File: src/hw/rtl/tnst_pkg.sv
// Shared types and constants for the top-N sorted tracker.
package tnst_pkg;

   localparam int DEPTH_DEFAULT = 64;
   localparam int FUNC_W = 2;
   localparam int RESP_W = 32;
   localparam int RANK_W = 6;
   localparam int LIMIT_W = 7;
   localparam int COUNT_W = 7;
   localparam logic [LIMIT_W-1:0] LIMIT_RESET = 7'd64;

   typedef enum logic [FUNC_W-1:0] {
      FUNC_INSERT = 2'd0,
      FUNC_CLEAR  = 2'd1,
      FUNC_READ   = 2'd2
   } func_type;

endpackage

File: src/hw/rtl/tnst_cell.sv
// One compare-and-shift cell of the sorted table.
module tnst_cell (
   input  logic                               clock,
   input  logic                               shift_en,
   input  logic signed [tnst_pkg::RESP_W-1:0] new_value,
   input  logic                               cell_valid,
   input  logic                               left_stay,
   input  logic signed [tnst_pkg::RESP_W-1:0] left_value,
   output logic                               stay,
   output logic signed [tnst_pkg::RESP_W-1:0] value
);
   import tnst_pkg::*;

   logic signed [RESP_W-1:0] value_ff;
   logic signed [RESP_W-1:0] value_in;

   assign stay  = cell_valid && (value_ff >= new_value);
   assign value = value_ff;

   always_comb begin
      value_in = value_ff;
      if (shift_en && !stay) begin
         value_in = left_stay ? new_value : left_value;
      end
   end

   always_ff @(posedge clock) begin
      value_ff <= value_in;
   end

endmodule

File: config.mk
export PLATFORM = sky130hd
export DESIGN_NAME = tnst_cell
export DESIGN_NICKNAME = d
export VERILOG_FILES = /design/src/hw/rtl/tnst_pkg.sv /design/src/hw/rtl/tnst_cell.sv
export SDC_FILE = /design/constraint.sdc
export NUM_CORES = 1
export LEC_CHECK = 0
export BUFFER_PORTS_ARGS = -buffer_cell sky130_fd_sc_hd__buf_2
export CAP_MARGIN = 20
export CORE_MARGIN = 8
export CORE_UTILIZATION = 49
export CTS_BUF_LIST = sky130_fd_sc_hd__clkbuf_4 sky130_fd_sc_hd__clkbuf_8
export DETAILED_ROUTE_END_ITERATION = 16
export PLACE_DENSITY = 0.85
export RECOVER_POWER = 50
export SLEW_MARGIN = 20
export SYNTH_ARGS = -nofsm -noshare
export SYNTH_HDL_FRONTEND = slang
export SYNTH_SLANG_ARGS = --single-unit
File: constraint.sdc
create_clock -name clock -period 5.2 [get_ports clock]
set_input_delay 1.04 -clock clock [delete_from_list [all_inputs] [get_ports clock]]
set_output_delay 1.04 -clock clock [all_outputs]
set_load 0.005 [all_outputs]
==> results of run 1 <==
[kinds of logic (layout without fill, tap and decap cells)]
group / after synthesis / after routing
buf+inv: 37 / 142
flops: 32 / 32
compound gates: 27 / 27
simple gates: 29 / 29
fa+ha+maj: 32 / 32
mux: 32 / 32
[metal layers]
| metal | track usage (%) | vias up |
|---|---|---|
| met2 | 27.8 | 54 |
| met5 | 0 | - |
| met3 | 4.69 | 13 |
| met1 | 16.4 | 829 |
| li1 | - | 893 |
| met4 | 6.39 | 0 |
[placed cells by master (no fill, tap or decap)]
cell       synthesis  layout
mux2_2            21      21
nand3_1            2       2
buf_2              0      72
o21ai_1            4       4
o2bb2ai_1          1       1
ha_1              32      32
nand4_2            1       1
o211ai_1           1       1
o211a_1            1       1
nand4_1            3       3
nand4b_1           1       1
a21oi_2            1       1
nor4_1             1       1
clkbuf_1           1      27
nor4_2             1       1
a311oi_4           0       1
o21ai_0            2       2
nor2b_1            1       1
buf_1              3       1
o22ai_2            1       1
nor3_1             1       1
nand2_1            9       9
clkbuf_8           0       5
or4_4              1       1
edfxtp_1          32      32
nor2_1             7       7
inv_1             33      33
buf_4              0       2
nand4_4            1       1
o21a_1             1       1
a21oi_1           13      13
a211oi_1           1       1
mux2_1            11      11
clkinv_1           0       2
[stage by stage]
stage	utilization, %	hold WS, ps	cell area [sq um]
2_1_floorplan	-	1240	2210
3_3_place_gp	63.9	1240	2780
3_5_place_dp	63.9	1260	2780
4_1_cts	65.7	1030	2860
5_1_grt	64.9	1030	2820
6_report	64.9	1040	2820
[path summary, 6_finish.rpt]
| path | from | end | slack, ps |
|---|---|---|---|
| min | left_value[1] | value[1]$_DFFE_PP_ | 1040 |
| min reg2reg | value[31]$_DFFE_PP_ | value[24]$_DFFE_PP_ | 1280 |
| max | new_value[13] | stay | 1360 |
| max reg2reg | value[31]$_DFFE_PP_ | value[8]$_DFFE_PP_ | 2590 |
[worst register-to-register path, stage by stage, from the launching register on]
cell	delay (ps)
edfxtp_1	400
ha_1	360
nand4_1	200
nor4_2	360
a21oi_1	130
o21ai_1	160
o22ai_2	100
a311oi_4	280
buf_4	290
[power groups by stage]
stage          sequential (mW)  combinational [mW]  clock (mW)
2_1_floorplan            0.333              0.0924           0
3_3_place_gp             0.328               0.166           0
3_5_place_dp             0.330               0.172           0
4_1_cts                  0.325               0.173       0.180
5_1_grt                  0.328               0.189       0.190
6_report                 0.325               0.165       0.174
[area by class of cell]
class / instances / area share [%]
inverters: 33 / 4.39
clock inverters: 2 / 0.266
flip-flops and latches: 32 / 34.0
repair buffers: 102 / 17.0
clock buffers: 5 / 2.44
well taps: 52 / 2.30
multi-input cells: 120 / 39.6
==> reports/metrics.cfg, run 1 <==
[cells_and_area]
diodes = 0
fillers = 366
register_area_sq_um = 961
drive_gt1_share_pct = 36.4
fin_cells = 346
largest_register_ffs = 32
final_nets = 394
multi_input_area_sq_um = 1120
syn_to_final_growth_pct = 28.0

[setup_path]
crit_required_ps = 4160
crit_buf_inv = 3
crit_path_end_kind = output port
cpMaxStageDelayCell = or4_4
critPathLaunchType = input port
slowest_delay_ps = 570
cp.depth = 9
cp_max_fo = 3
crit_type = in -> out
arrival_ps = 2800
path_cells = buf_2 > inv_1 > ha_1 > nand4_2 > or4_4 > a21oi_2 > nor4_1 > o22ai_2 > buf_2
cp_top_family = simple AND/OR/NAND/NOR gates
r2r_cells = 8
cp_common_cell = buf_2

[clock_tree]
cts.sink_count = 32
ctsHoldBuffers = 0
cts_buffer_depth = 2
cts_tree = built
cts_resized = 0
cts_setup_buffers = 0
clkSlewWorstSetupHoldPaths_ps = 70
htree_levels = 2
cts_buffers = 5
cts-root-buf = clkbuf_8
insertion_delay_ps = 280

[pwr]
comb_power_share_pct = 24.9
leakage_nw = 1.31
p_seq_share_pct = 48.9
peakVddDrop_mv = 0.145
p_sw_share_pct = 27.7
power_uw = 665
power_switching_uw = 184
power_density_nw_per_um2 = 235
p_int_uw = 481
clkPwrFrac_pct = 26.2

[die]
dieArea_sq_um = 6900
start_util_pct = 50.7
core-area_sq_um = 4350
io_pins = 101
die_h_microns = 83.1
die_w_microns = 83.1
rows = 24

[timing]
hold_viol = 0
rsz0062_at_grt = no
worst_pin_slew_ps = 1750
setup_tns_ps = 0
min_period_ps = 3840
fin_crit_sh_pct = 73.8
fmax_mhz = 260
finalSetupViolations = 0
slew_viol_final = 33
clock_skew_ps = 7.45
layout_setup_ws_ps = 1360
relSlewSlack_pct = -16.9

[placement]
io_buffers = 100
pre_cts_slack_ps = 1360
gp_routability_congestion = 0.717
place_inst = 339
hpwl_mm = 4.62

[yosys]
synth_compound_area_share_pct = 7.83
synthCells = 189
synth_cell_types = 30
synth.largest_area_cell = edfxtp_1
yosys_most_used_dff = edfxtp_1
synth_nets = 289
synth_warnings = 0
yosys-top-cells-area = edfxtp_1 (44%), ha_1 (18%), mux2_2 (11%), inv_1 (5.6%), mux2_1 (5.6%)
synth-xor-area-share_pct = 0
yosysTopAreaCellShare_pct = 43.6
synth_commonest_cells = inv_1 (33), edfxtp_1 (32), ha_1 (32)
synth.avg_cell_area_sq_um = 11.7
yosys.area_share.simple_pct = 7.83
yosysSeqAreaShare_pct = 43.6
synth-edff-count = 32
syn_area_sq_um = 2210
async_flop_share_pct = 0
synth-seq-cells = 32
synth.most_common_cell = inv_1
synth_top_family_by_area = adder cells
synthAdderAreaFrac_pct = 18.2
synth_mux_area_share_pct = 16.3

[worst_hold_path]
hold_depth = 2
hold_class = in -> reg

[grt]
overflow = 0
antenna_found_initial = 0
track_usage_pct = 15.5
grt_pass1_vias = 1928
grt_max_degree = 33
grt_first_pass_wirelength_mm = 8.87

[run_status]
violations = max-capacitance violations, max-slew violations
status = complete, but fails checks

[detailed_routing]
finalWirelength_mm = 5.39
wl_met1_mm = 2.09
drtIter0Drc = 61
first_pass_iters = 4
drc_errors = 0
dr_total_vias = 1789
met2_wirelength_mm = 2.89
topRoutingLayerUsed = met4
dr_wl_met3_microns = 281
via_per_inst = 5.17
drtAntennaViolNets = 0
wl_per_cell_microns = 15.6

[run]
drv_cap = 1

Power figures use the tool's default switching activity.
==> inputs of run 2 (changes only) <==
==> constraint.sdc (replaced) <==
create_clock -name clock -period 3.7 [get_ports clock]
set_input_delay 0.74 -clock clock [delete_from_list [all_inputs] [get_ports clock]]
set_output_delay 0.74 -clock clock [all_outputs]
set_load 0.005 [all_outputs]
==> reports/metrics.cfg, run 2 (synthesized netlist as in run 1, its figures left out) <==
[setup_path]
regToRegSetupSlack_ps = 1070
r2r_cells = 7
cp.depth = 9
crit_buf_inv = 3
crit_required_ps = 2960
cp_max_fo = 3
cp_top_family = simple AND/OR/NAND/NOR gates
crit_type = in -> out
arrival_ps = 2470
cpMaxStageDelayCell = or4_4
path_cells = buf_2 > inv_1 > ha_1 > nand4_2 > or4_4 > a21oi_2 > nor4_1 > o22ai_2 > buf_2
slowest_delay_ps = 570
critPathLaunchType = input port
crit_path_end_kind = output port
cp_common_cell = buf_2

[clock_tree]
clkSlewWorstSetupHoldPaths_ps = 70
ctsHoldBuffers = 0
cts.sink_count = 32
cts_buffers = 5
cts_tree = built
cts_setup_buffers = 0
cts_resized = 0
htree_levels = 2
insertion_delay_ps = 280
cts_buffer_depth = 2
cts-root-buf = clkbuf_8

[cells_and_area]
final_core_util_pct = 65.7
syn_to_final_growth_pct = 29.8
final_nets = 394
drive_gt1_share_pct = 38.3
register_area_sq_um = 961
fillers = 362
multi_input_area_sq_um = 1120
mostFrequentLayoutCells = buf_2 (75), inv_1 (33), ha_1 (32), edfxtp_1 (32), clkbuf_1 (25)
final_common_cell = buf_2
diodes = 0
largest_register_ffs = 32

[detailed_routing]
drc_errors = 0
via_per_inst = 4.98
first_pass_iters = 4
dr_total_vias = 1728
dr_wl_met3_microns = 258
wl_per_cell_microns = 15.5
wl_met1_mm = 2.10
finalWirelength_mm = 5.37
drtIter0Drc = 83
topRoutingLayerUsed = met4
met2_wirelength_mm = 2.96
drtAntennaViolNets = 0

[timing]
hold_viol = 0
layout_setup_ws_ps = 486
fmax_mhz = 311
fin_crit_sh_pct = 86.9
worst_pin_slew_ps = 1800
setup_tns_ps = 0
rsz0062_at_grt = no
min_period_ps = 3210
slew_viol_final = 33
relSlewSlack_pct = -19.9
finalSetupViolations = 0
clock_skew_ps = 8.53

[run_status]
violations = max-capacitance violations, max-slew violations
status = complete, but fails checks

[pwr]
leakage_nw = 1.34
power_density_nw_per_um2 = 358
peakVddDrop_mv = 0.232
power_mw = 1.02

[die]
dieArea_sq_um = 6900
start_util_pct = 50.7
die_w_microns = 83.1
rows = 24
die_h_microns = 83.1
io_pins = 101
core-area_sq_um = 4350

[placement]
io_buffers = 100
hpwl_mm = 4.49
pre_cts_slack_ps = 474
gp_routability_congestion = 0.765

[worst_hold_path]
hold_class = in -> reg
hold_depth = 2

[grt]
overflow = 0
grt_pass1_vias = 1964
track_usage_pct = 15.5
antenna_found_initial = 0
grt_first_pass_wirelength_mm = 8.84
grt_max_degree = 33

[run]
drv_cap = 1

-- run 2: report_power, final --
part	internal (mW)	leakage (nW)	switching (mW)	total, mW
clock network	0.207	0.0586	0.127	0.334
registers	0.440	0.303	0.0163	0.457
logic	0.112	0.981	0.121	0.233
total	0.760	1.34	0.265	1.02
-- run 2: final timing paths --
check / from / endpoint
worst max-delay path: new_value[14] / stay
worst min-delay path: left_value[12] / value[12]$_DFFE_PP_
worst max register to register: value[13]$_DFFE_PP_ / value[25]$_DFFE_PP_
worst min register to register: value[31]$_DFFE_PP_ / value[0]$_DFFE_PP_
-- run 2: layer usage --
metal	vias to the layer above	GRT usage (%)
met2	41	29.5
li1	894	-
met4	0	3.83
met3	4	4.98
met1	789	15.6
met5	-	0
-- run 2: area by class of cell --
cell class                 instances  share of cell area, %
clock buffer                       6                   2.67
timing repair buffer             102                   16.9
tap                               52                   2.27
multi-input combinational        120                   39.0
clock inverter                     2                   1.22
sequential                        32                   33.6
inverter                          33                   4.33
-- run 2: per-stage QoR --
step / hold slack (ps) / instances / cell area [sq um]
3_3_place_gp: 1020 / 339 / 2780
5_1_grt: 737 / 347 / 2860
6_report: 734 / 347 / 2860
2_1_floorplan: 941 / 189 / 2220
4_1_cts: 722 / 347 / 2890
3_5_place_dp: 1030 / 339 / 2780
==> inputs of run 3 (changes only) <==
--- a/config.mk
+++ b/config.mk
@@ -7,8 +7,10 @@
 export LEC_CHECK = 0
 export BUFFER_PORTS_ARGS = -buffer_cell sky130_fd_sc_hd__buf_2
 export CAP_MARGIN = 20
+export CELL_PAD_IN_SITES_DETAIL_PLACEMENT = 0
+export CELL_PAD_IN_SITES_GLOBAL_PLACEMENT = 1
 export CORE_MARGIN = 8
-export CORE_UTILIZATION = 49
+export CORE_UTILIZATION = 37
 export CTS_BUF_LIST = sky130_fd_sc_hd__clkbuf_4 sky130_fd_sc_hd__clkbuf_8
 export DETAILED_ROUTE_END_ITERATION = 16
 export PLACE_DENSITY = 0.85
==> reports/metrics.cfg, run 3 (synthesized netlist as in run 1, its figures left out) <==
[clock_tree]
cts_tree = built
cts_buffers = 5
cts_resized = 0
clkSlewWorstSetupHoldPaths_ps = 70
cts_buffer_depth = 2
ctsHoldBuffers = 0
cts-root-buf = clkbuf_8
insertion_delay_ps = 280
cts.sink_count = 32
htree_levels = 2
cts_setup_buffers = 0

[detailed_routing]
dr_total_vias = 1729
drc_errors = 0
drtIter0Drc = 45
finalWirelength_mm = 5.55
first_pass_iters = 4
drtAntennaViolNets = 0
via_per_inst = 4.66
wl_per_cell_microns = 15.0

[pwr]
clkPwrFrac_pct = 28.5
leakage_nw = 1.36
p_seq_share_pct = 47.2
power_switching_uw = 267
power_density_nw_per_um2 = 336
p_sw_share_pct = 27.6
peakVddDrop_mv = 0.210
comb_power_share_pct = 24.3
p_int_uw = 701
power_uw = 968

[timing]
finalSetupViolations = 0
layout_setup_ws_ps = 511
rsz0062_at_grt = no
slew_viol_final = 33
fmax_mhz = 314
min_period_ps = 3190
clock_skew_ps = 6.31
holdWs_ps = 735
relSlewSlack_pct = -20.1
setup_tns_ps = 0
worst_pin_slew_ps = 1800
fin_crit_sh_pct = 86.2
hold_viol = 0

[grt]
grt_first_pass_wirelength_mm = 8.72
overflow = 0
grt_max_degree = 33
track_usage_pct = 12.6
antenna_found_initial = 0
grt_pass1_vias = 1846

[setup_path]
regToRegSetupSlack_ps = 1100
cp_max_fo = 3
crit_path_end_kind = output port
critPathLaunchType = input port
crit_required_ps = 2960
crit_type = in -> out
arrival_ps = 2450

[placement]
post_dp_cell_area_sq_um = 2820
io_buffers = 100
pre_cts_slack_ps = 503
hpwl_mm = 4.75
place_inst = 363
gp_routability_congestion = 0.743

[run_status]
violations = max-capacitance violations, max-slew violations
status = complete, but fails checks

[cells_and_area]
syn_to_final_growth_pct = 30.7
final_core_util_pct = 49.3
diodes = 0
largest_register_ffs = 32
final_area_sq_um = 2880
mostFrequentLayoutCells = buf_2 (82), inv_1 (33), ha_1 (32), edfxtp_1 (32), mux2_2 (21)
drive_gt1_share_pct = 40.5
final_common_cell = buf_2
fin_cells = 371
final_nets = 395

[die]
start_util_pct = 37.7
die_w_microns = 93.2
dieArea_sq_um = 8690
io_pins = 101
die_h_microns = 93.2
rows = 28
core-area_sq_um = 5850

[run]
drv_cap = 1

[worst_hold_path]
hold_class = in -> reg

-- run 3: changes by cell type in the layout (fill, tap and decap cells not counted), sizes merged --
cell    previous run  this run
buf               77        85
clkbuf            31        25
bufinv             1         0
-- run 3: path summary, 6_finish.rpt --
kind | endpoint | depth (start not counted) | startpoint
max | stay | 9 | new_value[15]
max reg2reg | value[0]$_DFFE_PP_ | 8 | value[11]$_DFFE_PP_
min | value[3]$_DFFE_PP_ | 2 | left_value[3]
min reg2reg | value[6]$_DFFE_PP_ | 5 | value[31]$_DFFE_PP_
-- run 3: final cells by class --
cell class	count	area (sq um)
repair buffers	103	500
multi-input cells	120	1120
flip-flops and latches	32	961
clock inverters	1	3.75
clock buffers	7	83.8
well taps	75	93.8
fillers	568	2970
inverters	33	124
-- run 3: critical path, stage by stage --
cell,delay (ps)
buf_2,80
inv_1,40
ha_1,320
nand4_2,120
or4_4,560
a21oi_2,140
nor4_1,80
o22ai_2,200
buf_2,170
-- run 3: power groups by stage --
stage	clock [mW]	combinational (mW)	sequential, mW
finish	0.276	0.235	0.457
global route	0.299	0.269	0.461
CTS	0.283	0.246	0.457
detailed placement	0	0.244	0.465
global placement	0	0.239	0.463
floorplan	0	0.133	0.467
-- run 3: routing by layer --
metal	vias to the layer above	track usage, %	part of all wire (%)
met5	-	0	0
met4	0	5.23	1.5
met3	7	2.40	5.3
met2	46	22.8	52
met1	780	14.2	41
li1	896	-	-
